--- src/hw/rtl/sobel_pkg.sv ---
// Shared types, constants and register codes for the Sobel edge threshold unit.
package sobel_pkg;

  localparam int PIXEL_BITS     = 8;
  localparam int MAX_WIDTH_DEF  = 2048;
  localparam int MAX_HEIGHT_DEF = 2048;

  localparam int CFG_BITS    = 12;
  localparam int IDX_BITS    = 2;
  localparam int THRESH_BITS = 8;

  localparam logic [CFG_BITS-1:0]    WIDTH_RST  = 12'd640;
  localparam logic [CFG_BITS-1:0]    HEIGHT_RST = 12'd480;
  localparam logic [THRESH_BITS-1:0] THRESH_RST = 8'd150;

  // Gradient and magnitude widths: |g| <= 4*255, g*g < 2^20, sum of two < 2^21.
  localparam int GRAD_BITS = 12;
  localparam int SQ_BITS   = 21;
  localparam int MAG_BITS  = 22;

  localparam int FIFO_DEPTH = 4;

  localparam logic [PIXEL_BITS-1:0] EDGE_ON  = 8'hFF;
  localparam logic [PIXEL_BITS-1:0] EDGE_OFF = 8'h00;

  localparam logic CMD_PIXEL = 1'b0;
  localparam logic CMD_PAD   = 1'b1;

  typedef enum logic [IDX_BITS-1:0] {
    REG_IMAGE_WIDTH    = 2'd0,
    REG_IMAGE_HEIGHT   = 2'd1,
    REG_EDGE_THRESHOLD = 2'd2
  } cfg_reg_t;

  // Masked 3x3 neighborhood; the center pixel takes no part in either sum.
  typedef struct packed {
    logic [PIXEL_BITS-1:0] tl;
    logic [PIXEL_BITS-1:0] tc;
    logic [PIXEL_BITS-1:0] tr;
    logic [PIXEL_BITS-1:0] ml;
    logic [PIXEL_BITS-1:0] mr;
    logic [PIXEL_BITS-1:0] bl;
    logic [PIXEL_BITS-1:0] bc;
    logic [PIXEL_BITS-1:0] br;
    logic                  last;
  } window_t;

  typedef struct packed {
    logic    valid;
    window_t win;
  } push_t;

endpackage

--- src/hw/rtl/sobel_back.sv ---
// Back end: Sobel sums, squares, threshold compare and output register.
module sobel_back (
  input  logic                              clk,
  input  logic                              rst,
  input  sobel_pkg::window_t                head,
  input  logic                              head_valid,
  output logic                              pop,
  input  logic [sobel_pkg::THRESH_BITS-1:0] edge_threshold,
  output logic                              result_valid,
  input  logic                              result_stall,
  output logic [sobel_pkg::PIXEL_BITS-1:0]  edge_value,
  output logic                              frame_last
);

  localparam int GB = sobel_pkg::GRAD_BITS;
  localparam int LB = sobel_pkg::THRESH_BITS + 1;

  logic signed [GB-1:0] tl, tc, tr, ml, mr, bl, bc, br, gv, gh;
  logic signed [GB-1:0] s1_gv, s1_gh;
  logic                 s1_valid, s1_last;
  logic signed [2*GB-1:0] prod_v, prod_h;
  logic [sobel_pkg::SQ_BITS-1:0] s2_sq_v, s2_sq_h;
  logic                 s2_valid, s2_last;
  logic [sobel_pkg::MAG_BITS-1:0] mag;
  logic [LB-1:0]        lim;
  logic [2*LB-1:0]      lim_sq;
  logic                 out_en, s2_en, s1_en;

  assign out_en = ~result_valid | ~result_stall;
  assign s2_en  = ~s2_valid | out_en;
  assign s1_en  = ~s1_valid | s2_en;
  assign pop    = head_valid & s1_en;

  always_comb begin
    tl = $signed(GB'(head.tl));
    tc = $signed(GB'(head.tc));
    tr = $signed(GB'(head.tr));
    ml = $signed(GB'(head.ml));
    mr = $signed(GB'(head.mr));
    bl = $signed(GB'(head.bl));
    bc = $signed(GB'(head.bc));
    br = $signed(GB'(head.br));
    gv = (bl + (bc <<< 1) + br) - (tl + (tc <<< 1) + tr);
    gh = (tr + (mr <<< 1) + br) - (tl + (ml <<< 1) + bl);
  end

  assign prod_v = s1_gv * s1_gv;
  assign prod_h = s1_gh * s1_gh;
  assign mag    = sobel_pkg::MAG_BITS'(s2_sq_v) + sobel_pkg::MAG_BITS'(s2_sq_h);
  assign lim    = LB'(edge_threshold) + LB'(1);

  // Threshold square, refreshed every cycle from the register.
  always_ff @(posedge clk) begin
    lim_sq <= lim * lim;
  end

  always_ff @(posedge clk) begin
    if (rst) begin
      s1_valid     <= 1'b0;
      s2_valid     <= 1'b0;
      result_valid <= 1'b0;
    end else begin
      if (s1_en) begin
        s1_valid <= pop;
      end
      if (s2_en) begin
        s2_valid <= s1_valid;
      end
      if (out_en) begin
        result_valid <= s2_valid;
      end
    end
  end

  always_ff @(posedge clk) begin
    if (s1_en) begin
      s1_gv   <= gv;
      s1_gh   <= gh;
      s1_last <= head.last;
    end
    if (s2_en) begin
      s2_sq_v <= prod_v[sobel_pkg::SQ_BITS-1:0];
      s2_sq_h <= prod_h[sobel_pkg::SQ_BITS-1:0];
      s2_last <= s1_last;
    end
    if (out_en) begin
      edge_value <= (mag >= sobel_pkg::MAG_BITS'(lim_sq)) ? sobel_pkg::EDGE_ON
                                                          : sobel_pkg::EDGE_OFF;
      frame_last <= s2_last;
    end
  end

endmodule
--- config.mk ---
export PLATFORM = sky130hd
export DESIGN_NAME = sobel_back
export DESIGN_NICKNAME = d
export VERILOG_FILES = /design/src/hw/rtl/sobel_pkg.sv /design/src/hw/rtl/sobel_back.sv
export SDC_FILE = /design/constraint.sdc
export NUM_CORES = 1
export LEC_CHECK = 0
export BUFFER_PORTS_ARGS = -buffer_cell sky130_fd_sc_hd__buf_2
export CAP_MARGIN = 20
export CORE_UTILIZATION = 40
export DETAILED_ROUTE_END_ITERATION = 7
export GPL_ROUTABILITY_DRIVEN = 0
export HOLD_SLACK_MARGIN = 0.12
export SYNTH_ARGS = -nofsm -noshare
export SYNTH_HDL_FRONTEND = slang
export SYNTH_SLANG_ARGS = --single-unit
--- constraint.sdc ---
create_clock -name clk -period 6.97 [get_ports clk]
set_clock_uncertainty 0.15 [all_clocks]
set_input_delay 1.394 -clock clk [delete_from_list [all_inputs] [get_ports clk]]
set_output_delay 1.394 -clock clk [all_outputs]
set_load 0.01 [all_outputs]
[After elaboration in Yosys (flattened, before gate mapping)]
Cells that the tools add are included.
W data, S select, Z words.
Cells by class
  add/subtract/negate cells: 12
  multiply operators: 3
  $lt $le $gt $ge: 1
  mux-type cells: 1
  bitwise operators: 8
Operators with widths (number)
  $add A10 B8 Y11: 4
  $mul A12 B12 Y21: 2
  $add A8 B9 Y10: 4
  $sub A11 B11 Y12: 2
  $add A21 B21 Y22: 1
  $ge A22 B18 Y1: 1
  $mul A9 B9 Y18: 1
  $add A8 B1 Y9 const B: 1
  $mux W8: 1
  $not A1 Y1: 4
  $or A1 B1 Y1: 3
  $and A1 B1 Y1: 1
Storage, ports and cells
  flip-flop bits (word level): 98
  bits of input ports: 77
  output and inout bits: 11
  word-level logic and storage cells: 37

[Logic depth before layout (Yosys ltp)]
Gate-level depths: netlist (run 1).
  depth after elaboration: 5
  depth in mapped cells: 22
  depth with buffers taken out: 22

[Least setup slack after synthesis (run 1)]
Ideal clock, no wire load.
  path type: input-to-reg
  from: input port edge_threshold[0] (netlist name)
  to: register lim_sq[16]
  data arrival time: 5890 ps
  required time: 6748 ps
  setup slack: 858 ps
  cell stages on the path: 19
  path buffers: 0
  cells stage by stage: inv_2 > nor3_1 > and3_1 > nand2_1 > xor2_1 > or2_2 > fa_1 > inv_1 > fa_1 > inv_1 > fa_1 > fa_1 > inv_1 > ha_1 > a21boi_1 > o41a_1 > a41o_1 > o41ai_2 > xnor2_1
On the way
  word-level cells in the longest chain between the ends: 2
Ends and longest elaborated chain
  start: declaration: RTL line sobel_back.sv:8  | input logic [sobel_pkg::THRESH_BITS-1:0] edge_threshold,
  $add A8 B1 Y9: RTL line sobel_back.sv:50  | assign lim = LB'(edge_threshold) + LB'(1);
  $mul A9 B9 Y18: RTL line sobel_back.sv:54  | lim_sq <= lim * lim;
  end signal: assignment: RTL line sobel_back.sv:54
  end: declaration: RTL line sobel_back.sv:26  | logic [2*LB-1:0] lim_sq;
No other way between the ends.
A chain may end at the register's enable or synchronous reset.

[Worst setup path after layout (run 1)]
  from: input port edge_threshold[0] (netlist name)
  to: register lim_sq[16]
On the way
  word-level cells in the longest chain between the ends: 2
Ends and longest elaborated chain
  $add A8 B1 Y9: RTL line sobel_back.sv:50
  net lim[0]: RTL line sobel_back.sv:25  | logic [LB-1:0] lim;
  $mul A9 B9 Y18: RTL line sobel_back.sv:54
The timed path passes the listed nets, and every way through them passes these cells.

==> results of run 1 <==
layer usage:
| metal | track usage (%) | routed length, µm | vias up | share of wire (%) |
|---|---|---|---|---|
| met4 | 3.06 | 433 | 4 | 1.3 |
| met1 | 20.6 | 14300 | 5643 | 43 |
| li1 | - | - | 5496 | - |
| met5 | 0 | 28 | - | 0.084 |
| met3 | 3.15 | 1450 | 31 | 4.4 |
| met2 | 30.2 | 17100 | 190 | 51 |
worst max path at each step:
| stage | from | endpoint | slack, ns | cells past startpoint |
|---|---|---|---|---|
| 2_1_floorplan | edge_threshold[0] | lim_sq[16] | 0.86 | 19 |
| 3_3_place_gp | edge_threshold[0] | lim_sq[16] | 0.36 | 20 |
| 3_5_place_dp | edge_threshold[0] | lim_sq[16] | 0.28 | 20 |
| 4_1_cts | edge_threshold[0] | lim_sq[16] | 0.61 | 20 |
| 5_1_grt | edge_threshold[0] | lim_sq[17] | 0.30 | 21 |
| 6_report | edge_threshold[0] | lim_sq[16] | 0.63 | 20 |
per-stage QoR:
stage	hold slack [ns]	std cells	area [µm²]	util, %
2_1_floorplan	0.250	1756	16800	-
3_3_place_gp	0.283	2352	17800	43.4
3_5_place_dp	0.295	2352	17800	43.4
4_1_cts	0.305	2367	18100	44.1
5_1_grt	0.319	2367	18100	44.1
6_report	0.300	2369	18100	44.1
kinds of logic (layout without fill, tap and decap cells):
| group | count (synthesis) | after routing | share of synthesized area, % |
|---|---|---|---|
| adder cells (fa/ha/maj) | 504 | 504 | 51.2 |
| multiplexers | 2 | 2 | 0.119 |
| buffers and inverters | 528 | 607 | 11.9 |
| AO/OA/AOI/OAI | 175 | 175 | 6.84 |
| flip-flops | 88 | 88 | 14.5 |
| XOR/XNOR | 107 | 107 | 5.57 |
| AND/OR/NAND/NOR | 347 | 347 | 9.73 |
| other | 2 | 7 | 0.0447 |
worst min-delay path, delay by kind of cell (launching register included):
family,cells,cell delay [ns]
DFF,1,0.31
AOI/OAI and AO/OA,1,0.05
buffers and inverters,1,0.05
flip-flops by register name, indices dropped and copies added, names as in the netlist:
register	cells
s1_valid	1
s1_gv	12
s2_valid	1
s2_sq_v	20
lim_sq	17
s1_gh	12
frame_last	1
edge_value	1
s2_sq_h	20
s1_last	1
s2_last	1
result_valid	1
synth_stat cells (18+ instances only):
| library cell | instances |
|---|---|
| and2_1 | 52 |
| dfxtp_1 | 20 |
| fa_1 | 307 |
| nand3_1 | 18 |
| o21ai_0 | 33 |
| edfxtp_1 | 68 |
| xnor2_1 | 87 |
| inv_1 | 496 |
| nor2_1 | 100 |
| nand2_1 | 102 |
| xor2_1 | 20 |
| clkbuf_1 | 20 |
| a21oi_1 | 51 |
| ha_1 | 197 |
area by class of cell:
class | instances | area, µm²
antenna | 2 | 5.00
clock buffer | 9 | 225
clock inverter | 6 | 83.8
fill | 4054 | 23000
inverter | 500 | 1880
multi-input combinational | 1140 | 12400
sequential | 88 | 2440
tap | 532 | 666
timing repair buffer | 92 | 473
==> run metrics, run 1 <==
H-tree depth 3; post-CTS setup buffers 0; Tcrit/Tclk final 91.0%; CTS tree done; die area 42,900 µm²; R2R depth 18; CTS sink count 88; Synth area leader fa_1; most frequent cells in the layout 496 x inv_1, 307 x fa_1, 197 x ha_1; first-pass GRT wire length 58,000 µm; crit path DAT 6.47 ns; Top FF cell, synth edfxtp_1; hold depth 2; Post-synth EDFFs 68; Async S/R FF share, synth 0%; syn avg cell area 9.59 µm²; GRT Total Usage 16.6%; MaxCap Viol Count 0; DR vias 11,400; Pre-Repair DR Iteration Count 7; WP data required 7.10 ns; IO buf count 87; Crit Reg-Reg Startpoint s1_gh[11]; Final setup violation count 0; Clk Latency, worst-skew pair 0.36 ns; final WL 33,300 µm; Warnings, synthesis 0; Synth area leaders fa_1 37%, ha_1 15%, edfxtp_1 12%, inv_1 11%, xnor2_1 4.5%; Max Clock Freq 158 MHz; ANT nets after route 0; flop-to-flop setup slack 1.02 ns; mapped cell area 16,800 µm²; final worst slack 0.630 ns; RSZ-0062 raised after global routing false; vias per cell 4.80; worst reg2reg path endpoint s2_sq_h[20]; worst path bufs/invs 5; Slew HR 53.8%; crit path cell chain buf_2, inv_2, nor3_1, and3_1, nand2_1, xor2_1, or2_2, fa_1, inv_1, fa_1, inv_1, fa_1, fa_1, inv_1, ha_1, a21boi_1, o41a_1, a41o_1, o41ai_2, xnor2_1; Layout area overhead 7.96%; cell family with most CP delay adder cells; Yosys top cell area share 36.6%; initial antenna violation count 3; cts bufs inserted 9; Initial DRC Count 482; clock buffer depth 2; post-route setup TNS 0 ns; Congestion Overflow GR 0; Setup crit start kind primary input; Die Width 207 µm; Syn Inst Count 1,753; IO Pins 88; Place WS 0.276 ns; WHS Endpoint s2_valid; number of cells upsized or downsized after cts 0; Slew Viols, Final 0; Crit. End Element flop; most common cell after layout, fill and taps aside inv_1; fraction of final layout cells sized beyond drive strength 1 6.76%; Site Rows 74; register bit total from synthesis 88; Layout Nets 2,412; most frequent CP cell fa_1; die height 207 µm; drt wl/cell 14.1 µm; hold_sp s1_valid; Worst Hold Class flop to flop; Clock Pin Slew Worst Setup and Hold Paths 0.06 ns; # DRC 0; pin count of the biggest net entering global routing 42; outcome finished, final reports clean; Fin. Hold Viols 0; Clock Root Buffer clkbuf_16; cts hold-fix bufs 0; worst-margin pin slew 0.694 ns; vias in the first global route 12,300; Critical Path Max Stage Delay 0.55 ns; post-layout min period 6.34 ns; Initial Utilization 40.9%; Yosys cell types 62; CP Max Fanout 8; sequential area share after synthesis 14.5%; hpwl dp 29,100 µm; area of the core 41,100 µm²; WS Path Type primary input to flop; Crit-path slowest cell fa_1
Power of run 1 is left out: the tool's default activity adds up to more than one toggle a clock period on the data nets, which glitch-free logic cannot reach.
==> run 2: changes to the inputs <==
==> constraint.sdc (replaced) <==
create_clock -name clk -period 6.8 [get_ports clk]
set_clock_uncertainty 0.15 [all_clocks]
set_input_delay 1.36 -clock clk [delete_from_list [all_inputs] [get_ports clk]]
set_output_delay 1.36 -clock clk [all_outputs]
set_load 0.01 [all_outputs]
==> run metrics, run 2 (synthesis results as in run 1) <==
drt wl/cell 14.0 µm; Congestion Overflow GR 0; pin count of the biggest net entering global routing 42; Worst Hold Class flop to flop; ANT nets after route 0; hpwl dp 29,100 µm; WS Path Type primary input to flop; Site Rows 74; Clk Latency, worst-skew pair 0.37 ns; CTS sink count 88; Initial Utilization 40.9%; initial antenna violation count 3; Pre-Repair DR Iteration Count 6; first-pass GRT wire length 57,900 µm; Layout Nets 2,419; Final setup violation count 0; post-CTS setup buffers 0; most common cell after layout, fill and taps aside inv_1; post-layout min period 6.27 ns; Initial DRC Count 429; Setup crit start kind primary input; Crit-path slowest cell fa_1; Clock Root Buffer clkbuf_16; Slew HR 57.1%; worst hold margin 0.305 ns; Tcrit/Tclk final 92.2%; vias in the first global route 12,400; Max Clock Freq 160 MHz; GRT Total Usage 16.7%; Slew Viols, Final 0; vias per cell 4.77; area of the core 41,100 µm²; IO buf count 87; die area 42,900 µm²; Crit. End Element flop; CTS tree done; Layout area overhead 8.27%; crit path DAT 6.41 ns; MaxCap Viol Count 0; Clock Pin Slew Worst Setup and Hold Paths 0.07 ns; worst-margin pin slew 0.644 ns; CP Max Fanout 8; most frequent cells in the layout 496 x inv_1, 307 x fa_1, 197 x ha_1; cts hold-fix bufs 0; RSZ-0062 raised after global routing false; post-route setup TNS 0 ns; crit path cell chain buf_2, inv_2, nor3_1, and3_1, nand2_1, xor2_1, or2_2, fa_1, inv_1, fa_1, inv_1, fa_1, fa_1, inv_1, ha_1, a21o_1, a31oi_1, o211ai_1, a31o_2, a21oi_1, xnor2_1; WP data required 6.94 ns; Fin. Hold Viols 0; clock buffer depth 2; Critical Path Max Stage Delay 0.56 ns; final WL 33,300 µm; Die Width 207 µm; cts bufs inserted 9; number of cells upsized or downsized after cts 0; die height 207 µm; IO Pins 88; outcome finished, final reports clean; DR vias 11,300; most frequent CP cell fa_1; fraction of final layout cells sized beyond drive strength 1 7.27%; H-tree depth 3; Largest regs s2_sq_h (20), s2_sq_v (20), lim_sq (17); # DRC 0
run 2: cell types whose count changed in the layout (fill, tap and decap cells not counted):
cell | previous run | this run
buf_4 | 5 | 12
clkinv_1 | 4 | 2
diode_2 | 2 | 4
bufinv_16 | 2 | 1
clkinv_2 | 0 | 1
clkinv_4 | 0 | 1
clkinvlp_4 | 1 | 2
inv_8 | 0 | 1
run 2: per-layer routing:
layer  wire [µm]  share of wire [%]  track usage (%)
met1       14600                 44             20.6
met3        1250                3.8             3.14
met2       17000                 51             30.0
met5          11              0.033                0
met4         452                1.4             3.81
run 2: cell type report:
type	instances	area (µm²)
antenna	4	10.0
clock inverter	7	78.8
sequential	88	2440
fill	4028	22900
clock buffer	9	225
tap	532	666
timing repair buffer	99	526
multi-input combinational	1140	12400
inverter	500	1880
run 2: final timing paths:
kind / from / end / slack, ns / cells after the start
max: edge_threshold[0] / lim_sq[17] / 0.53 / 21
min: s1_valid / s2_valid / 0.30 / 2
max reg2reg: s1_gh[4] / s2_sq_h[20] / 0.93 / 20
min reg2reg: s1_valid / s2_valid / 0.30 / 2
run 2: metrics by stage:
step	setup WS (ns)	cell area [µm²]	instances	util, %
global placement	0.218	17900	2359	43.5
floorplan	0.722	16800	1756	-
finish	0.533	18200	2379	44.3
CTS	0.549	18200	2375	44.3
global route	0.206	18200	2376	44.3
detailed placement	0.203	17900	2359	43.5
run 2: critical path: cells and delay by family:
kind            cells  cell delay, ns
compound gates      5            1.09
xor+xnor            2            0.34
fa+ha+maj           5            2.34
buf+inv             5            0.42
simple gates        4            0.87
Power of run 2 is left out for the same reason.
==> run 3: changes to the inputs <==
--- a/config.mk
+++ b/config.mk
@@ -7,6 +7,7 @@
 export LEC_CHECK = 0
 export BUFFER_PORTS_ARGS = -buffer_cell sky130_fd_sc_hd__buf_2
 export CAP_MARGIN = 20
+export CORE_ASPECT_RATIO = 1.4
 export CORE_UTILIZATION = 40
 export DETAILED_ROUTE_END_ITERATION = 7
 export GPL_ROUTABILITY_DRIVEN = 0
==> run metrics, run 3 (synthesis results as in run 1) <==
outcome finished, final reports clean; IO Pins 88; vias in the first global route 12,900; Die Width 175 µm; Largest regs s2_sq_h (20), s2_sq_v (20), lim_sq (17); Clock Root Buffer clkbuf_16; most frequent CP cell fa_1; crit path DAT 6.40 ns; H-tree depth 3; WHS Endpoint s2_last; hold depth 0; initial antenna violation count 0; Setup crit start kind primary input; CTS tree done; Max Clock Freq 159 MHz; drt wl/cell 14.5 µm; Clock Pin Slew Worst Setup and Hold Paths 0.07 ns; Layout Nets 2,416; Initial Utilization 40.7%; die area 42,900 µm²; Final setup violation count 0; R2R depth 19; # DRC 0; Slew Viols, Final 0; Crit. End Element flop; Layout area overhead 8.34%; Initial DRC Count 408; hold_sp s1_last; Crit Reg-Reg Startpoint s1_gh[4]; WS Path Type primary input to flop; post-CTS setup buffers 0; Tcrit/Tclk final 92.3%; IO buf count 87; Fin. Hold Viols 0; Diodes inserted 0; area of the core 41,300 µm²; cts hold-fix bufs 0; worst-margin pin slew 0.639 ns; number of cells upsized or downsized after cts 0; post-route setup TNS 0 ns; Clk Latency, worst-skew pair 0.35 ns; post-layout min period 6.28 ns; vias per cell 4.80; cts bufs inserted 9; Crit-path slowest cell fa_1; first-pass GRT wire length 59,900 µm; most common cell after layout, fill and taps aside inv_1; RSZ-0062 raised after global routing false; clock buffer depth 2; Critical Path Max Stage Delay 0.55 ns; MaxCap Viol Count 0; ANT nets after route 0; hpwl dp 30,400 µm; pin count of the biggest net entering global routing 43; fraction of final layout cells sized beyond drive strength 1 7.07%; crit path cell chain buf_2, inv_2, nor3_1, and3_1, nand2_1, xor2_1, or2_2, fa_1, inv_1, fa_1, inv_1, fa_1, fa_1, inv_1, ha_1, a21boi_1, o41a_1, a41o_1, o41ai_2, xnor2_1; GRT Total Usage 17.4%; die height 245 µm; most frequent cells in the layout 496 x inv_1, 307 x fa_1, 197 x ha_1; worst reg2reg path endpoint s2_sq_h[20]; DR vias 11,400; CP Max Fanout 8; Worst Hold Class flop to flop; flop-to-flop setup slack 0.83 ns; WP data required 6.92 ns; final WL 34,500 µm; CTS sink count 88; Layout fillers 3,990; Site Rows 88; Pre-Repair DR Iteration Count 5; Slew HR 57.4%; Congestion Overflow GR 0
## run 3: final cells by class
type                       count  area (µm²)  area share, %
clock buffer                  10         229           1.26
clock inverter                 6        90.1          0.495
inverter                     500        1880           10.3
multi-input combinational   1140       12400           68.0
sequential                    88        2440           13.4
tap                          540         676           3.71
timing repair buffer          96         523           2.87
## run 3: worst max path at each step
| stage | from | end | cells past startpoint |
|---|---|---|---|
| 2_1_floorplan | edge_threshold[0] | lim_sq[16] | 19 |
| 3_3_place_gp | edge_threshold[0] | lim_sq[16] | 20 |
| 3_5_place_dp | edge_threshold[0] | lim_sq[16] | 20 |
| 4_1_cts | edge_threshold[0] | lim_sq[16] | 20 |
| 5_1_grt | edge_threshold[0] | lim_sq[17] | 21 |
| 6_report | edge_threshold[0] | lim_sq[16] | 20 |
## run 3: per-layer routing
metal  part of all wire [%]  track usage [%]
met5                      0                0
met4                    2.2             4.45
met3                    2.9             1.93
met2                     58             35.6
met1                     37             18.4
## run 3: through the flow
step	cell area [µm²]	hold WS (ns)	utilization (%)	instances	setup WS (ns)
6_report	18200	0.278	44.1	2380	0.521
5_1_grt	18200	0.295	44.1	2380	0.199
4_1_cts	18200	0.280	44.0	2379	0.499
3_5_place_dp	17900	0.262	43.3	2363	0.186
3_3_place_gp	17900	0.252	43.3	2363	0.240
2_1_floorplan	16800	0.250	-	1756	0.722
## run 3: worst max-delay path: cells and delay by family
kind / cells / cell delay, ns
compound gates: 4 / 1.05
xor+xnor: 2 / 0.36
fa+ha+maj: 5 / 2.34
buf+inv: 5 / 0.40
simple gates: 4 / 0.88
Power of run 3 is left out for the same reason.
