`src/hw/rtl/sobel_pkg.sv`:
```
// Shared types, constants and register codes for the Sobel edge threshold unit.
package sobel_pkg;

  localparam int PIXEL_BITS     = 8;
  localparam int MAX_WIDTH_DEF  = 2048;
  localparam int MAX_HEIGHT_DEF = 2048;

  localparam int CFG_BITS    = 12;
  localparam int IDX_BITS    = 2;
  localparam int THRESH_BITS = 8;

  localparam logic [CFG_BITS-1:0]    WIDTH_RST  = 12'd640;
  localparam logic [CFG_BITS-1:0]    HEIGHT_RST = 12'd480;
  localparam logic [THRESH_BITS-1:0] THRESH_RST = 8'd150;

  // Gradient and magnitude widths: |g| <= 4*255, g*g < 2^20, sum of two < 2^21.
  localparam int GRAD_BITS = 12;
  localparam int SQ_BITS   = 21;
  localparam int MAG_BITS  = 22;

  localparam int FIFO_DEPTH = 4;

  localparam logic [PIXEL_BITS-1:0] EDGE_ON  = 8'hFF;
  localparam logic [PIXEL_BITS-1:0] EDGE_OFF = 8'h00;

  localparam logic CMD_PIXEL = 1'b0;
  localparam logic CMD_PAD   = 1'b1;

  typedef enum logic [IDX_BITS-1:0] {
    REG_IMAGE_WIDTH    = 2'd0,
    REG_IMAGE_HEIGHT   = 2'd1,
    REG_EDGE_THRESHOLD = 2'd2
  } cfg_reg_t;

  // Masked 3x3 neighborhood; the center pixel takes no part in either sum.
  typedef struct packed {
    logic [PIXEL_BITS-1:0] tl;
    logic [PIXEL_BITS-1:0] tc;
    logic [PIXEL_BITS-1:0] tr;
    logic [PIXEL_BITS-1:0] ml;
    logic [PIXEL_BITS-1:0] mr;
    logic [PIXEL_BITS-1:0] bl;
    logic [PIXEL_BITS-1:0] bc;
    logic [PIXEL_BITS-1:0] br;
    logic                  last;
  } window_t;

  typedef struct packed {
    logic    valid;
    window_t win;
  } push_t;

endpackage

```
`src/hw/rtl/sobel_fifo.sv`:
```
// Short window queue between the front end and the gradient back end.
module sobel_fifo #(
  localparam int DEPTH    = sobel_pkg::FIFO_DEPTH,
  localparam int PTR_BITS = $clog2(DEPTH),
  localparam int LVL_BITS = $clog2(DEPTH + 1)
) (
  input  logic                clk,
  input  logic                rst,
  input  sobel_pkg::push_t    push,
  output sobel_pkg::window_t  head,
  output logic                head_valid,
  input  logic                pop,
  output logic [LVL_BITS-1:0] level
);

  sobel_pkg::window_t  mem [DEPTH];
  logic [PTR_BITS-1:0] wr_ptr, rd_ptr;

  function automatic logic [PTR_BITS-1:0] ptr_inc(input logic [PTR_BITS-1:0] p);
    return (32'(p) == DEPTH - 1) ? '0 : p + PTR_BITS'(1);
  endfunction

  assign head       = mem[rd_ptr];
  assign head_valid = level != '0;

  always_ff @(posedge clk) begin
    if (push.valid) begin
      mem[wr_ptr] <= push.win;
    end
  end

  always_ff @(posedge clk) begin
    if (rst) begin
      wr_ptr <= '0;
      rd_ptr <= '0;
      level  <= '0;
    end else begin
      if (push.valid) begin
        wr_ptr <= ptr_inc(wr_ptr);
      end
      if (pop) begin
        rd_ptr <= ptr_inc(rd_ptr);
      end
      level <= level + LVL_BITS'(push.valid) - LVL_BITS'(pop);
    end
  end

endmodule

```
`config.mk`:
```
export PLATFORM = sky130hd
export DESIGN_NAME = sobel_fifo
export DESIGN_NICKNAME = d
export VERILOG_FILES = /design/src/hw/rtl/sobel_pkg.sv /design/src/hw/rtl/sobel_fifo.sv
export SDC_FILE = /design/constraint.sdc
export NUM_CORES = 1
export LEC_CHECK = 0
export BUFFER_PORTS_ARGS = -buffer_cell sky130_fd_sc_hd__buf_2
export CORE_MARGIN = 1
export CORE_UTILIZATION = 57
export CTS_CLUSTER_SIZE = 40
export DETAILED_ROUTE_END_ITERATION = 7
export GPL_ROUTABILITY_DRIVEN = 0
export HOLD_SLACK_MARGIN = 0.06
export PLACE_DENSITY = 0.79
export SETUP_SLACK_MARGIN = 0.1
export SLEW_MARGIN = 10
export SYNTH_ARGS = -nofsm -noshare
export SYNTH_HDL_FRONTEND = slang
export SYNTH_SLANG_ARGS = --single-unit
```
`constraint.sdc`:
```
create_clock -name clk -period 3 [get_ports clk]
set_input_delay 0.6 -clock clk [delete_from_list [all_inputs] [get_ports clk]]
set_output_delay 0.6 -clock clk [all_outputs]
set_load 0.005 [all_outputs]
```
Word level (Yosys, flattened, before mapping):

Memory sizes are Yosys's and may differ from the RTL's. A register that Yosys moved wholly into a read port is not among the register bits.
Index checks and enable logic that the tools add are counted.

* register bits: 7
* memories kept: 1
* word-level logic and storage cells: 17
* input port bits: 69
* output and inout port bits: 69
* memory bits (writable): 260

Memory list
* mem: depth 4, bits a word 65, read ports 1, clocked after Yosys merged registers in 1, wr ports 1, line sobel_fifo.sv:16 `sobel_pkg::window_t mem [DEPTH];`

* multiplexer cells: 6
* reductions and logical operators: 1
* eq/ne operators: 2
* $add $sub $neg: 4

Operators with widths (count)
* 2-to-1 mux 2 bit: 4
* adder 2 x 1 -> 2 bit (second input constant): 2
* equality test 2 bit (second input constant): 2
* adder 3 x 1 -> 3 bit: 1
* nonzero test 3 bit: 1
* subtractor 3 x 1 -> 3 bit: 1
* 2-to-1 mux 1 bit: 2

Logic depth before layout (Yosys ltp):

Gate-level depths: netlist of run 1.

* word-level depth: 4
* mapped depth: 8
* gate-level depth less buffers: 8

Worst setup path after synthesis of run 1:

No wires, ideal clock.

* path type: input-to-reg
* from: input port push[65] in the netlist's numbering
* to: memory mem[0][0] in the netlist's numbering (enable)
* setup time: 0.430 ns
* path slack: 0.441 ns
* cell stages on the path: 1
* arrival: 2.129 ns
* required time: 2.570 ns
* buffers on the path: 0
* cells stage by stage: and2_1

* cells in the longest elaborated chain, start to end: 2

Ends and longest elaborated chain
* start: declaration: line sobel_fifo.sv:9 `input sobel_pkg::push_t push,`
* 2-to-1 mux 1 bit: line sobel_fifo.sv:27 `if (push.valid) begin`
* 2-to-1 mux 1 bit (not written as such): line sobel_fifo.sv:28 `mem[wr_ptr] <= push.win;`
* end: declaration: line sobel_fifo.sv:16

Every way passes these cells.

==> metrics.md, run 1 <==
| Metric | Value |
|---|---|
| Status | `complete, no violations` |
| Die Footprint | `between 15,000 and 20,000 sq um` |
| Syn Inst Count | `380` |
| Max-capacitance violation count | `0` |
| Overflow left after global routing | `0` |
| Post-route cell area | `between 10,000 and 15,000 sq um` |
| Nets | `618` |
| Hold bufs inserted after CTS | `0` |
| Asr flop ratio synth | `0%` |
| Worst R2R Setup Slack | `1.23 ns` |
| Hold endpoint | `mem[3][13]` |
| Synthesized flop and latch total | `about 270` |
| Share of layout cells above drive strength 1 | `45.8%` |
| Fmax | `0.385 GHz` |
| Mapped Nets | `457` |
| Hold depth | `1` |
| Crit path cell chain | `buf_4, mux4_2, buf_2` |
| Via Count | `about 4,400` |
| Worst-Skew Late Latency | `around 0.52 ns` |
| Drt first pass iters | `6` |
| CTS Buf Count | `26` |
| Area Overhead vs Synth | `18.3%` |
| DP HPWL | `10,600 um` |
| Antenna-violating nets left | `0` |
| Crit end category | `output pin` |
| Starting DRT DRC Count | `roughly 300` |
| Crit Path Class | `flop to output pin` |
| Average cell area after synthesis | `26.0 sq um` |
| Placement Setup Slack | `0.906 ns` |
| Sequential share of the synthesized area | `between 80% and 90%` |
| Reg2reg end | `mem[3][7]` |
| Pwr dens | `689 nW/um^2` |
| Worst path slowest cell | `mux4_2` |
| Synth warnings | `0` |
| Number of flops mapped to enable cells by yosys | `260` |
| Num rows | `between 40 and 50` |
| Worst Clk Skew | `about 0.015 ns` |
| Top Ports | `138` |
| Num Clock Sinks | `around 270` |
| Dominant synthesized flop cell | `edfxtp_1` |
| Delay-heaviest family, CP | `multiplexers` |
| Fillers | `1,057` |
| Clock Path Buffers | `3` |
| VDD IR max | `0.000517 V` |
| # H-tree levels | `1` |
| Area of placed instances | `between 10,000 and 15,000 sq um` |
| Reg2reg start | `wr_ptr[0]` |
| GRT Total Usage | `20.3%` |
| Total Wirelength | `17,400 um` |
| First-pass GRT wire length | `26,700 um` |
| Multi-input gate area | `1720 sq um` |
| Post-synth cell types | `20` |
| Root buffer cell | `clkbuf_16` |
| Reg area | `roughly 8000 sq um` |
| Routed WL per cell | `between 20 and 25 um` |
| Lkg Pwr | `3.98 nW` |
| Worst Path Required | `2.40 ns` |
| Drt drc | `0` |
| Max Slew Vio Count | `0` |
| Largest stage delay, worst path | `0.57 ns` |
| Worst Path Arrival | `2.00 ns` |
| Final period util | `between 80% and 90%` |
| Hold_sp | `push[13]` |
| Post-Route Utilization | `between 60% and 70%` |
| Hold Crit Class | `input pin to flop` |
| Post-CTS sizing | `0` |
| Post-DR vias/cell | `5.67` |
| Worst Setup Start Kind | `flop` |
| Worst path bufs/invs | `2` |
| Slew headroom | `around 60%` |
| PortBufs | `137` |
| Slew @ Worst Pin | `0.596 ns` |
| Die H | `134 um` |
| Unrepaired setup endpoints after global routing | `no` |
| Final setup TNS | `0 ns` |
| Initial Utilization | `between 50% and 60%` |
| PnR Total Power | `approximately 8.0 mW` |
| Die W | `134 um` |
| Antenna violations before repair | `2` |
| Vias in the first global route | `roughly 4,800` |
| Fin. Hold Viols | `0` |
| Fin crit period | `between 2 and 3 ns` |
| Worst reg-to-reg path cell count | `3` |
| Area of the core | `about 17,000 sq um` |
| Largest net degree at the start of global routing | `between 40 and 50` |
| Final Worst Setup Slack | `0.400 ns` |
| Post-CTS setup repair buffer count | `0` |
| Crit path max fanout | `16` |
| CTS tree | `yes` |
| Reg clk slew, reported paths | `~0.060 ns` |
| Setup Viol. Count Final | `0` |
| Cell area after synthesis | `9870 sq um` |
==> cell usage after synthesis, drive strengths merged, types with 2 or more instances <==
master  number  area (sq um)
nand2b       2          12.5
and2         4          25.0
buf         13           149
a21oi        2          10.0
nor2         4          15.0
dfxtp        9           180
edfxtp     260          7810
mux4        65          1460
or3b         2          17.5
inv          5          18.8
mux2i        2          20.0
ha           7          87.6
==> layout make-up <==
| type | instances | area share [%] |
|---|---|---|
| multi-input cells | 92 | 14.7 |
| inverters | 5 | 0.161 |
| clock buffers | 42 | 6.60 |
| diodes | 2 | 0.0429 |
| flip-flops and latches | 269 | 68.5 |
| clock inverters | 6 | 0.343 |
| well taps | 220 | 2.36 |
| repair buffers | 147 | 7.27 |
==> worst register-to-register path, delay by kind of cell (launching register included) <==
kind                       cells  cell delay [ns]
and+or+nand+nor                1             0.53
DFF                            1             0.40
buffers and inverters          1             0.35
adders and majority gates      1             0.20
==> per-layer routing <==
metal	up-vias	global-route usage (%)	part of all wire, %
met1	2323	26.9	42
li1	1947	-	-
met2	144	34.8	51
met4	0	4.80	1.8
met5	-	0	0
met3	23	4.41	5.3
==> placed cells by master (no fill, tap or decap), drive strengths merged <==
cell type / synthesis / routed
dfxtp: 9 / 9
clkbuf: 1 / 42
buf: 13 / 147
nor2b: 1 / 1
and2: 4 / 4
nand2b: 2 / 2
clkinv: 0 / 6
ha: 7 / 7
nor2: 4 / 4
a21oi: 2 / 2
or3: 1 / 1
mux2i: 2 / 2
xnor3: 1 / 1
mux4: 65 / 65
inv: 5 / 5
diode: 0 / 2
fa: 1 / 1
or3b: 2 / 2
edfxtp: 260 / 260
==> how the worst max path moves through the flow <==
stage	from	to	depth (start not counted)
detailed placement	flop	head[48]	3
CTS	flop	head[48]	3
global placement	flop	head[0]	3
floorplan	push[65]	mem[0][0]	1
finish	flop	head[48]	3
global route	flop	head[5]	3
==> logic make-up (layout without fill, tap and decap cells) <==
| kind of cell | count (synthesis) | count (layout) | synth area share (%) |
|---|---|---|---|
| DFF | 269 | 269 | 81.0 |
| other | 0 | 2 | 0 |
| and+or+nand+nor | 14 | 14 | 0.837 |
| muxes | 67 | 67 | 15.0 |
| xor gates and xnor gates | 1 | 1 | 0.228 |
| adders and majority gates | 8 | 8 | 1.09 |
| AOI/OAI and AO/OA | 2 | 2 | 0.101 |
| buffers and inverters | 19 | 200 | 1.74 |
==> state kept, by name, summed over array words and instances, names as in the netlist, named ones only <==
register	flops
rd_ptr	2
level	3
wr_ptr	2
mem	260
==> stage by stage <==
step / hold WS [ns] / std cells
after global routing: 0.277 / 782
final: 0.293 / 783
after global placement: 0.501 / 733
after floorplan: 0.469 / 380
after CTS: 0.272 / 781
after detailed placement: 0.512 / 733
==> report_power, final <==
part | total [mW] | internal, mW | leakage, nW | switching, mW
sequential | 4.35 | 4.29 | 2.46 | 0.0599
clock | 3.02 | 1.75 | 0.399 | 1.27
combinational | 0.669 | 0.349 | 1.12 | 0.321
No activity file was read; power rests on OpenSTA's default activity.
==> inputs of run 2 (changes only) <==
PLACE_DENSITY = default   (was 0.79)
PLACE_DENSITY_LB_ADDON = 0.05   (was default)
==> run 2 against run 1 <==
Register-to-register slack improved by 0.06 ns. Core utilization about the same. Clock skew decreased by 0.0078 ns. Fmax increased by 0.89%. Critical endpoint is now head[29]. Largest cell class unchanged.
==> metrics.md, run 2 (synthesis results as in run 1) <==
| Metric | Value |
|---|---|
| Num Clock Sinks | `269 (unchanged)` |
| Reg clk slew, reported paths | `0.06 ns (about the same)` |
| Worst Path Arrival | `1.98 ns (was 2.00 ns)` |
| Final setup TNS | `0 ns (unchanged)` |
| Reg2reg end | `mem[2][36] (was mem[3][7])` |
| Worst R2R Setup Slack | `1.29 ns (was 1.23 ns)` |
| First-pass GRT wire length | `25,900 um (was 26,700 um)` |
| PnR Total Power | `8.14 mW (was 8.04 mW)` |
| Post-route cell area | `11,700 sq um (about the same)` |
| Reg2reg start | `wr_ptr[0] (unchanged)` |
| Hold Crit Class | `input pin to flop (unchanged)` |
| Placement Setup Slack | `0.909 ns (was 0.906 ns)` |
| Clock Path Buffers | `3 (unchanged)` |
| Largest net degree at the start of global routing | `44 (was 43)` |
| Clock power share | `38.6% (was 37.6%)` |
| Status | `complete, no violations (unchanged)` |
| Fin crit period | `2.58 ns (was 2.60 ns)` |
| Overflow left after global routing | `0 (unchanged)` |
| # H-tree levels | `1 (unchanged)` |
| Top Ports | `138 (unchanged)` |
| CTS Buf Count | `26 (unchanged)` |
| Unrepaired setup endpoints after global routing | `no (unchanged)` |
| Max-capacitance violation count | `0 (unchanged)` |
| Drt first pass iters | `4 (was 6)` |
| Die H | `134 um (unchanged)` |
| Fin cells | `779 (was 783)` |
| VDD IR max | `0.000520 V (was 0.000517 V)` |
| Total Wirelength | `16,600 um (was 17,400 um)` |
| Crit end category | `output pin (unchanged)` |
| Area of the core | `16,800 sq um (unchanged)` |
| Die Footprint | `17,800 sq um (unchanged)` |
| Num rows | `47 (unchanged)` |
| Share of power burned in registers | `53.3% (was 54.1%)` |
| Hold depth | `1 (unchanged)` |
| Lkg Pwr | `3.98 nW (about the same)` |
| Crit path max fanout | `22 (was 16)` |
| Slew @ Worst Pin | `0.598 ns (was 0.596 ns)` |
| Crit Path Class | `flop to output pin (unchanged)` |
| Sw Share | `19.9% (was 20.5%)` |
| Most common cell after layout, fill and taps aside | `edfxtp_1 (unchanged)` |
| Initial Utilization | `58.9% (unchanged)` |
| Share of layout cells above drive strength 1 | `45.3% (was 45.8%)` |
| Hold bufs inserted after CTS | `0 (unchanged)` |
| Max Slew Vio Count | `0 (unchanged)` |
| DP HPWL | `10,200 um (was 10,600 um)` |
| Post-Place Cells | `733 (unchanged)` |
| Area of placed instances | `10,800 sq um (was 10,900 sq um)` |
| Post-CTS setup repair buffer count | `0 (unchanged)` |
| GRT Total Usage | `19.4% (was 20.3%)` |
| Post-CTS sizing | `0 (unchanged)` |
| Most flops, register | `mem (unchanged)` |
| Fin. Hold Viols | `0 (unchanged)` |
| PortBufs | `137 (unchanged)` |
| Worst reg-to-reg path cell count | `4 (was 3)` |
| Max FFs per register | `260 (unchanged)` |
| Commonest cells after routing, fill and taps aside | `260 x edfxtp_1, 137 x buf_2, 65 x mux4_2, 27 x clkbuf_16 (was 260 x edfxtp_1, 137 x buf_2, 65 x mux4_2, 26 x clkbuf_16, 10 x clkbuf_1)` |
| Fmax | `0.388 GHz (was 0.385 GHz)` |
| CTS tree | `yes (unchanged)` |
| Hold_sp | `push[2] (was push[13])` |
| Drt drc | `0 (unchanged)` |
| Starting DRT DRC Count | `323 (was 298)` |
| Final period util | `85.9% (was 86.7%)` |
| Root buffer cell | `clkbuf_16 (unchanged)` |
| Post-Route Utilization | `69.6% (about the same)` |
| Worst Setup Start Kind | `flop (unchanged)` |
| Via Count | `4,408 (was 4,437)` |
| Routed WL per cell | `21.3 um (was 22.2 um)` |
| Worst-Skew Late Latency | `0.51 ns (was 0.52 ns)` |
| Vias in the first global route | `4,722 (was 4,829)` |
| Biggest regs | `mem: 260 flops, level: 3 flops (unchanged)` |
| Nets | `618 (unchanged)` |
| Die W | `134 um (unchanged)` |
| Comb pwr share | `8.0% (was 8.3%)` |
| Antenna-violating nets left | `0 (unchanged)` |
| Pint | `6.52 mW (was 6.39 mW)` |
| Slew headroom | `60.2% (about the same)` |
| Antenna violations before repair | `1 (was 2)` |
| Final Worst Setup Slack | `0.422 ns (was 0.400 ns)` |
| Net Switching | `1.62 mW (was 1.65 mW)` |
| Worst Path Required | `2.40 ns (about the same)` |
| Hold_ws | `0.295 ns (was 0.293 ns)` |
| Pwr dens | `697 nW/um^2 (was 689 nW/um^2)` |
| Hold endpoint | `mem[1][2] (was mem[3][13])` |
| Worst Clk Skew | `0.00688 ns (was 0.0147 ns)` |
| Setup Viol. Count Final | `0 (unchanged)` |
| Area Overhead vs Synth | `18.3% (about the same)` |
| Post-DR vias/cell | `5.66 (was 5.67)` |
run 2: changes by cell type in the layout (fill, tap and decap cells not counted):
| cell | before | now |
|---|---|---|
| clkinv_1 | 1 | 7 |
| buf_4 | 3 | 4 |
| clkinv_8 | 1 | 0 |
| clkbuf_16 | 26 | 27 |
| clkinvlp_4 | 0 | 1 |
| buf_12 | 7 | 6 |
| clkbuf_1 | 10 | 5 |
| diode_2 | 2 | 1 |
| clkbuf_8 | 6 | 0 |
| clkinv_2 | 4 | 2 |
| bufinv_16 | 0 | 3 |
run 2: cell type report:
type	count	area [sq um]
Sequential cell	269	8000
Fill cell	1042	5090
Multi-Input combinational cell	92	1720
Timing Repair Buffer	147	836
Clock buffer	32	694
Tap cell	220	275
Clock inverter	13	134
Inverter	5	18.8
Antenna cell	1	2.50
run 2: power groups by stage:
| stage | combinational [mW] | clock, mW | sequential (mW) |
|---|---|---|---|
| final | 0.655 | 3.14 | 4.34 |
| after global routing | 0.717 | 3.34 | 4.36 |
| after CTS | 0.675 | 3.20 | 4.35 |
| after detailed placement | 0.673 | 0 | 4.42 |
| after global placement | 0.654 | 0 | 4.41 |
| after floorplan | 0.388 | 0 | 4.41 |
run 2: worst max path at each step:
stage / startpoint / endpoint / slack, ns
after global placement: flop / head[31] / 0.92
after CTS: flop / head[43] / 0.36
after floorplan: push[65] / mem[0][0] / 0.44
after global routing: flop / head[29] / 0.32
after detailed placement: flop / head[43] / 0.91
final: flop / head[29] / 0.42
run 2: per-layer routing:
layer / part of all wire [%] / routed length [um] / track usage, %
met1: 41 / 6780 / 25.6
met2: 52 / 8560 / 33.4
met3: 5.6 / 936 / 4.11
met4: 1.8 / 304 / 4.86
met5: 0 / 0 / 0
run 2: critical path, cell delays in order (launching register included):
cell     delay (ns)
dfxtp_4        0.35
buf_4          0.38
mux4_2         0.57
buf_2          0.14
==> inputs of run 3 (changes only) <==
RECOVER_POWER = 100   (was default)
==> run 3 against run 2 <==
Sequential power is essentially flat. Routed wire length grew 0.30%. Core utilization shrank 0.93 points. Critical path depth is the same. Power shrank 0.37%. Fmax shrank 3.6%. Combinational power shrank 4.4%. Sequential share of layout area grew 0.89 points. Clock skew shrank 0.0011 ns. Clock-buffer cell count is the same. Worst hold slack gained 0.042 ns. Non-clock buffer count is the same. Largest cell class unchanged.
==> metrics.md, run 3 (synthesis results as in run 1) <==
| Metric | Value |
|---|---|
| Status | `complete, no violations (unchanged)` |
| Root buffer cell | `clkbuf_16 (unchanged)` |
| Clock power share | `38.7% (was 38.6%)` |
| Die W | `134 um (unchanged)` |
| Antenna violations before repair | `0 (was 1)` |
| GRT Total Usage | `19.4% (unchanged)` |
| Total Wirelength | `16,600 um (about the same)` |
| Slew headroom | `3.78% (was 60.2%)` |
| Drt drc | `0 (unchanged)` |
| Slew @ Worst Pin | `1.44 ns (was 0.598 ns)` |
| # H-tree levels | `1 (unchanged)` |
| Share of power burned in registers | `53.6% (was 53.3%)` |
| Drt first pass iters | `4 (unchanged)` |
| Routed WL per cell | `21.4 um (was 21.3 um)` |
| Ant diodes | `0 (was 1)` |
| Vias in the first global route | `4,722 (unchanged)` |
| Overflow left after global routing | `0 (unchanged)` |
| Comb pwr share | `7.7% (was 8.0%)` |
| Hold bufs inserted after CTS | `0 (unchanged)` |
| Final setup TNS | `0 ns (unchanged)` |
| Crit Path Class | `flop to output pin (unchanged)` |
| Top Ports | `138 (unchanged)` |
| Share of layout cells above drive strength 1 | `27.4% (was 45.3%)` |
| Fin. Hold Viols | `0 (unchanged)` |
| First-pass GRT wire length | `25,900 um (unchanged)` |
| Die Footprint | `17,800 sq um (unchanged)` |
| Unrepaired setup endpoints after global routing | `no (unchanged)` |
| Post-CTS sizing | `0 (unchanged)` |
| Crit path max fanout | `22 (unchanged)` |
| Setup Viol. Count Final | `0 (unchanged)` |
| Fin crit period | `2.67 ns (was 2.58 ns)` |
| Crit end category | `output pin (unchanged)` |
| Num Clock Sinks | `269 (unchanged)` |
| Final period util | `89.1% (was 85.9%)` |
| Fmax | `0.374 GHz (was 0.388 GHz)` |
| Area of the core | `16,800 sq um (unchanged)` |
| Pint | `6.49 mW (was 6.52 mW)` |
| Fillers | `1,101 (was 1,042)` |
| Max-capacitance violation count | `0 (unchanged)` |
| Die H | `134 um (unchanged)` |
| Max Slew Vio Count | `0 (unchanged)` |
| Reg clk slew, reported paths | `0.06 ns (about the same)` |
| Worst Path Arrival | `2.07 ns (was 1.98 ns)` |
| Post-CTS setup repair buffer count | `0 (unchanged)` |
| Most flops, register | `mem (unchanged)` |
| Hold depth | `1 (unchanged)` |
| Net Switching | `1.62 mW (about the same)` |
| Worst-Skew Late Latency | `0.51 ns (about the same)` |
| Via Count | `4,432 (was 4,408)` |
| PortBufs | `137 (unchanged)` |
| Max FFs per register | `260 (unchanged)` |
| Worst Setup Start Kind | `flop (unchanged)` |
| Largest net degree at the start of global routing | `44 (unchanged)` |
| Fin cells | `778 (was 779)` |
| Commonest cells after routing, fill and taps aside | `260 x edfxtp_1, 101 x clkbuf_1, 65 x mux4_2, 42 x buf_2, 27 x clkbuf_16 (was 260 x edfxtp_1, 137 x buf_2, 65 x mux4_2, 27 x clkbuf_16)` |
| Biggest regs | `mem: 260 flops, level: 3 flops (unchanged)` |
| Num rows | `47 (unchanged)` |
| Clock Path Buffers | `3 (unchanged)` |
| Starting DRT DRC Count | `291 (was 323)` |
| Nets | `618 (unchanged)` |
| Worst reg-to-reg path cell count | `3 (was 4)` |
| VDD IR max | `0.000523 V (was 0.000520 V)` |
| Pwr dens | `704 nW/um^2 (was 697 nW/um^2)` |
| Initial Utilization | `58.9% (unchanged)` |
| DP HPWL | `10,200 um (unchanged)` |
| Sw Share | `20.0% (was 19.9%)` |
| Antenna-violating nets left | `0 (unchanged)` |
| Area Overhead vs Synth | `16.7% (was 18.3%)` |
| CTS tree | `yes (unchanged)` |
| CTS Buf Count | `26 (unchanged)` |
| Post-Place Cells | `733 (unchanged)` |
| Hold Crit Class | `input pin to flop (unchanged)` |
| Lkg Pwr | `3.70 nW (was 3.98 nW)` |
| Worst Clk Skew | `0.00574 ns (was 0.00688 ns)` |
| Worst Path Required | `2.40 ns (about the same)` |
| Most common cell after layout, fill and taps aside | `edfxtp_1 (unchanged)` |
| Post-DR vias/cell | `5.70 (was 5.66)` |
-- run 3: per-stage QoR --
stage	total power, mW	utilization [%]	worst slack [ns]	hold WS (ns)	cell area, sq um
3_5_place_dp	5.10	64.7	0.909	0.500	10800
2_1_floorplan	4.80	-	0.441	0.469	9870
4_1_cts	8.22	69.6	0.355	0.276	11700
3_3_place_gp	5.07	64.7	0.918	0.495	10800
6_report	8.11	68.7	0.327	0.338	11500
5_1_grt	8.38	68.7	0.179	0.335	11500
-- run 3: path summary, 6_finish.rpt --
kind / from / to / slack [ns]
max: flop / head[46] / 0.33
min: push[2] / mem[2][2] / 0.34
max reg2reg: wr_ptr[0] / mem[3][24] / 0.48
min reg2reg: rd_ptr[0] / rd_ptr[0] / 0.51
-- run 3: layout make-up --
type,count,area [sq um],area share (%)
clock buffers,32,694,6.03
clock inverters,13,134,1.16
inverters,5,18.8,0.163
multi-input cells,92,1710,14.8
flip-flops and latches,269,7990,69.4
well taps,220,275,2.39
repair buffers,147,696,6.04
-- run 3: worst max-delay path, cell delays in order, from the launching register on --
cell,delay (ns)
dfxtp_1,0.37
clkbuf_4,0.47
mux4_2,0.58
buf_2,0.14
-- run 3: layer usage --
layer,track usage (%),routed length [um]
met5,0,0
met4,4.86,302
met3,4.11,870
met2,33.4,8630
met1,25.6,6820
-- run 3: power groups by stage --
stage | registers (mW) | clock network (mW) | logic (mW)
after floorplan | 4.41 | 0 | 0.388
after global placement | 4.41 | 0 | 0.654
after detailed placement | 4.42 | 0 | 0.673
after CTS | 4.35 | 3.20 | 0.675
after global routing | 4.36 | 3.34 | 0.688
final | 4.34 | 3.14 | 0.626
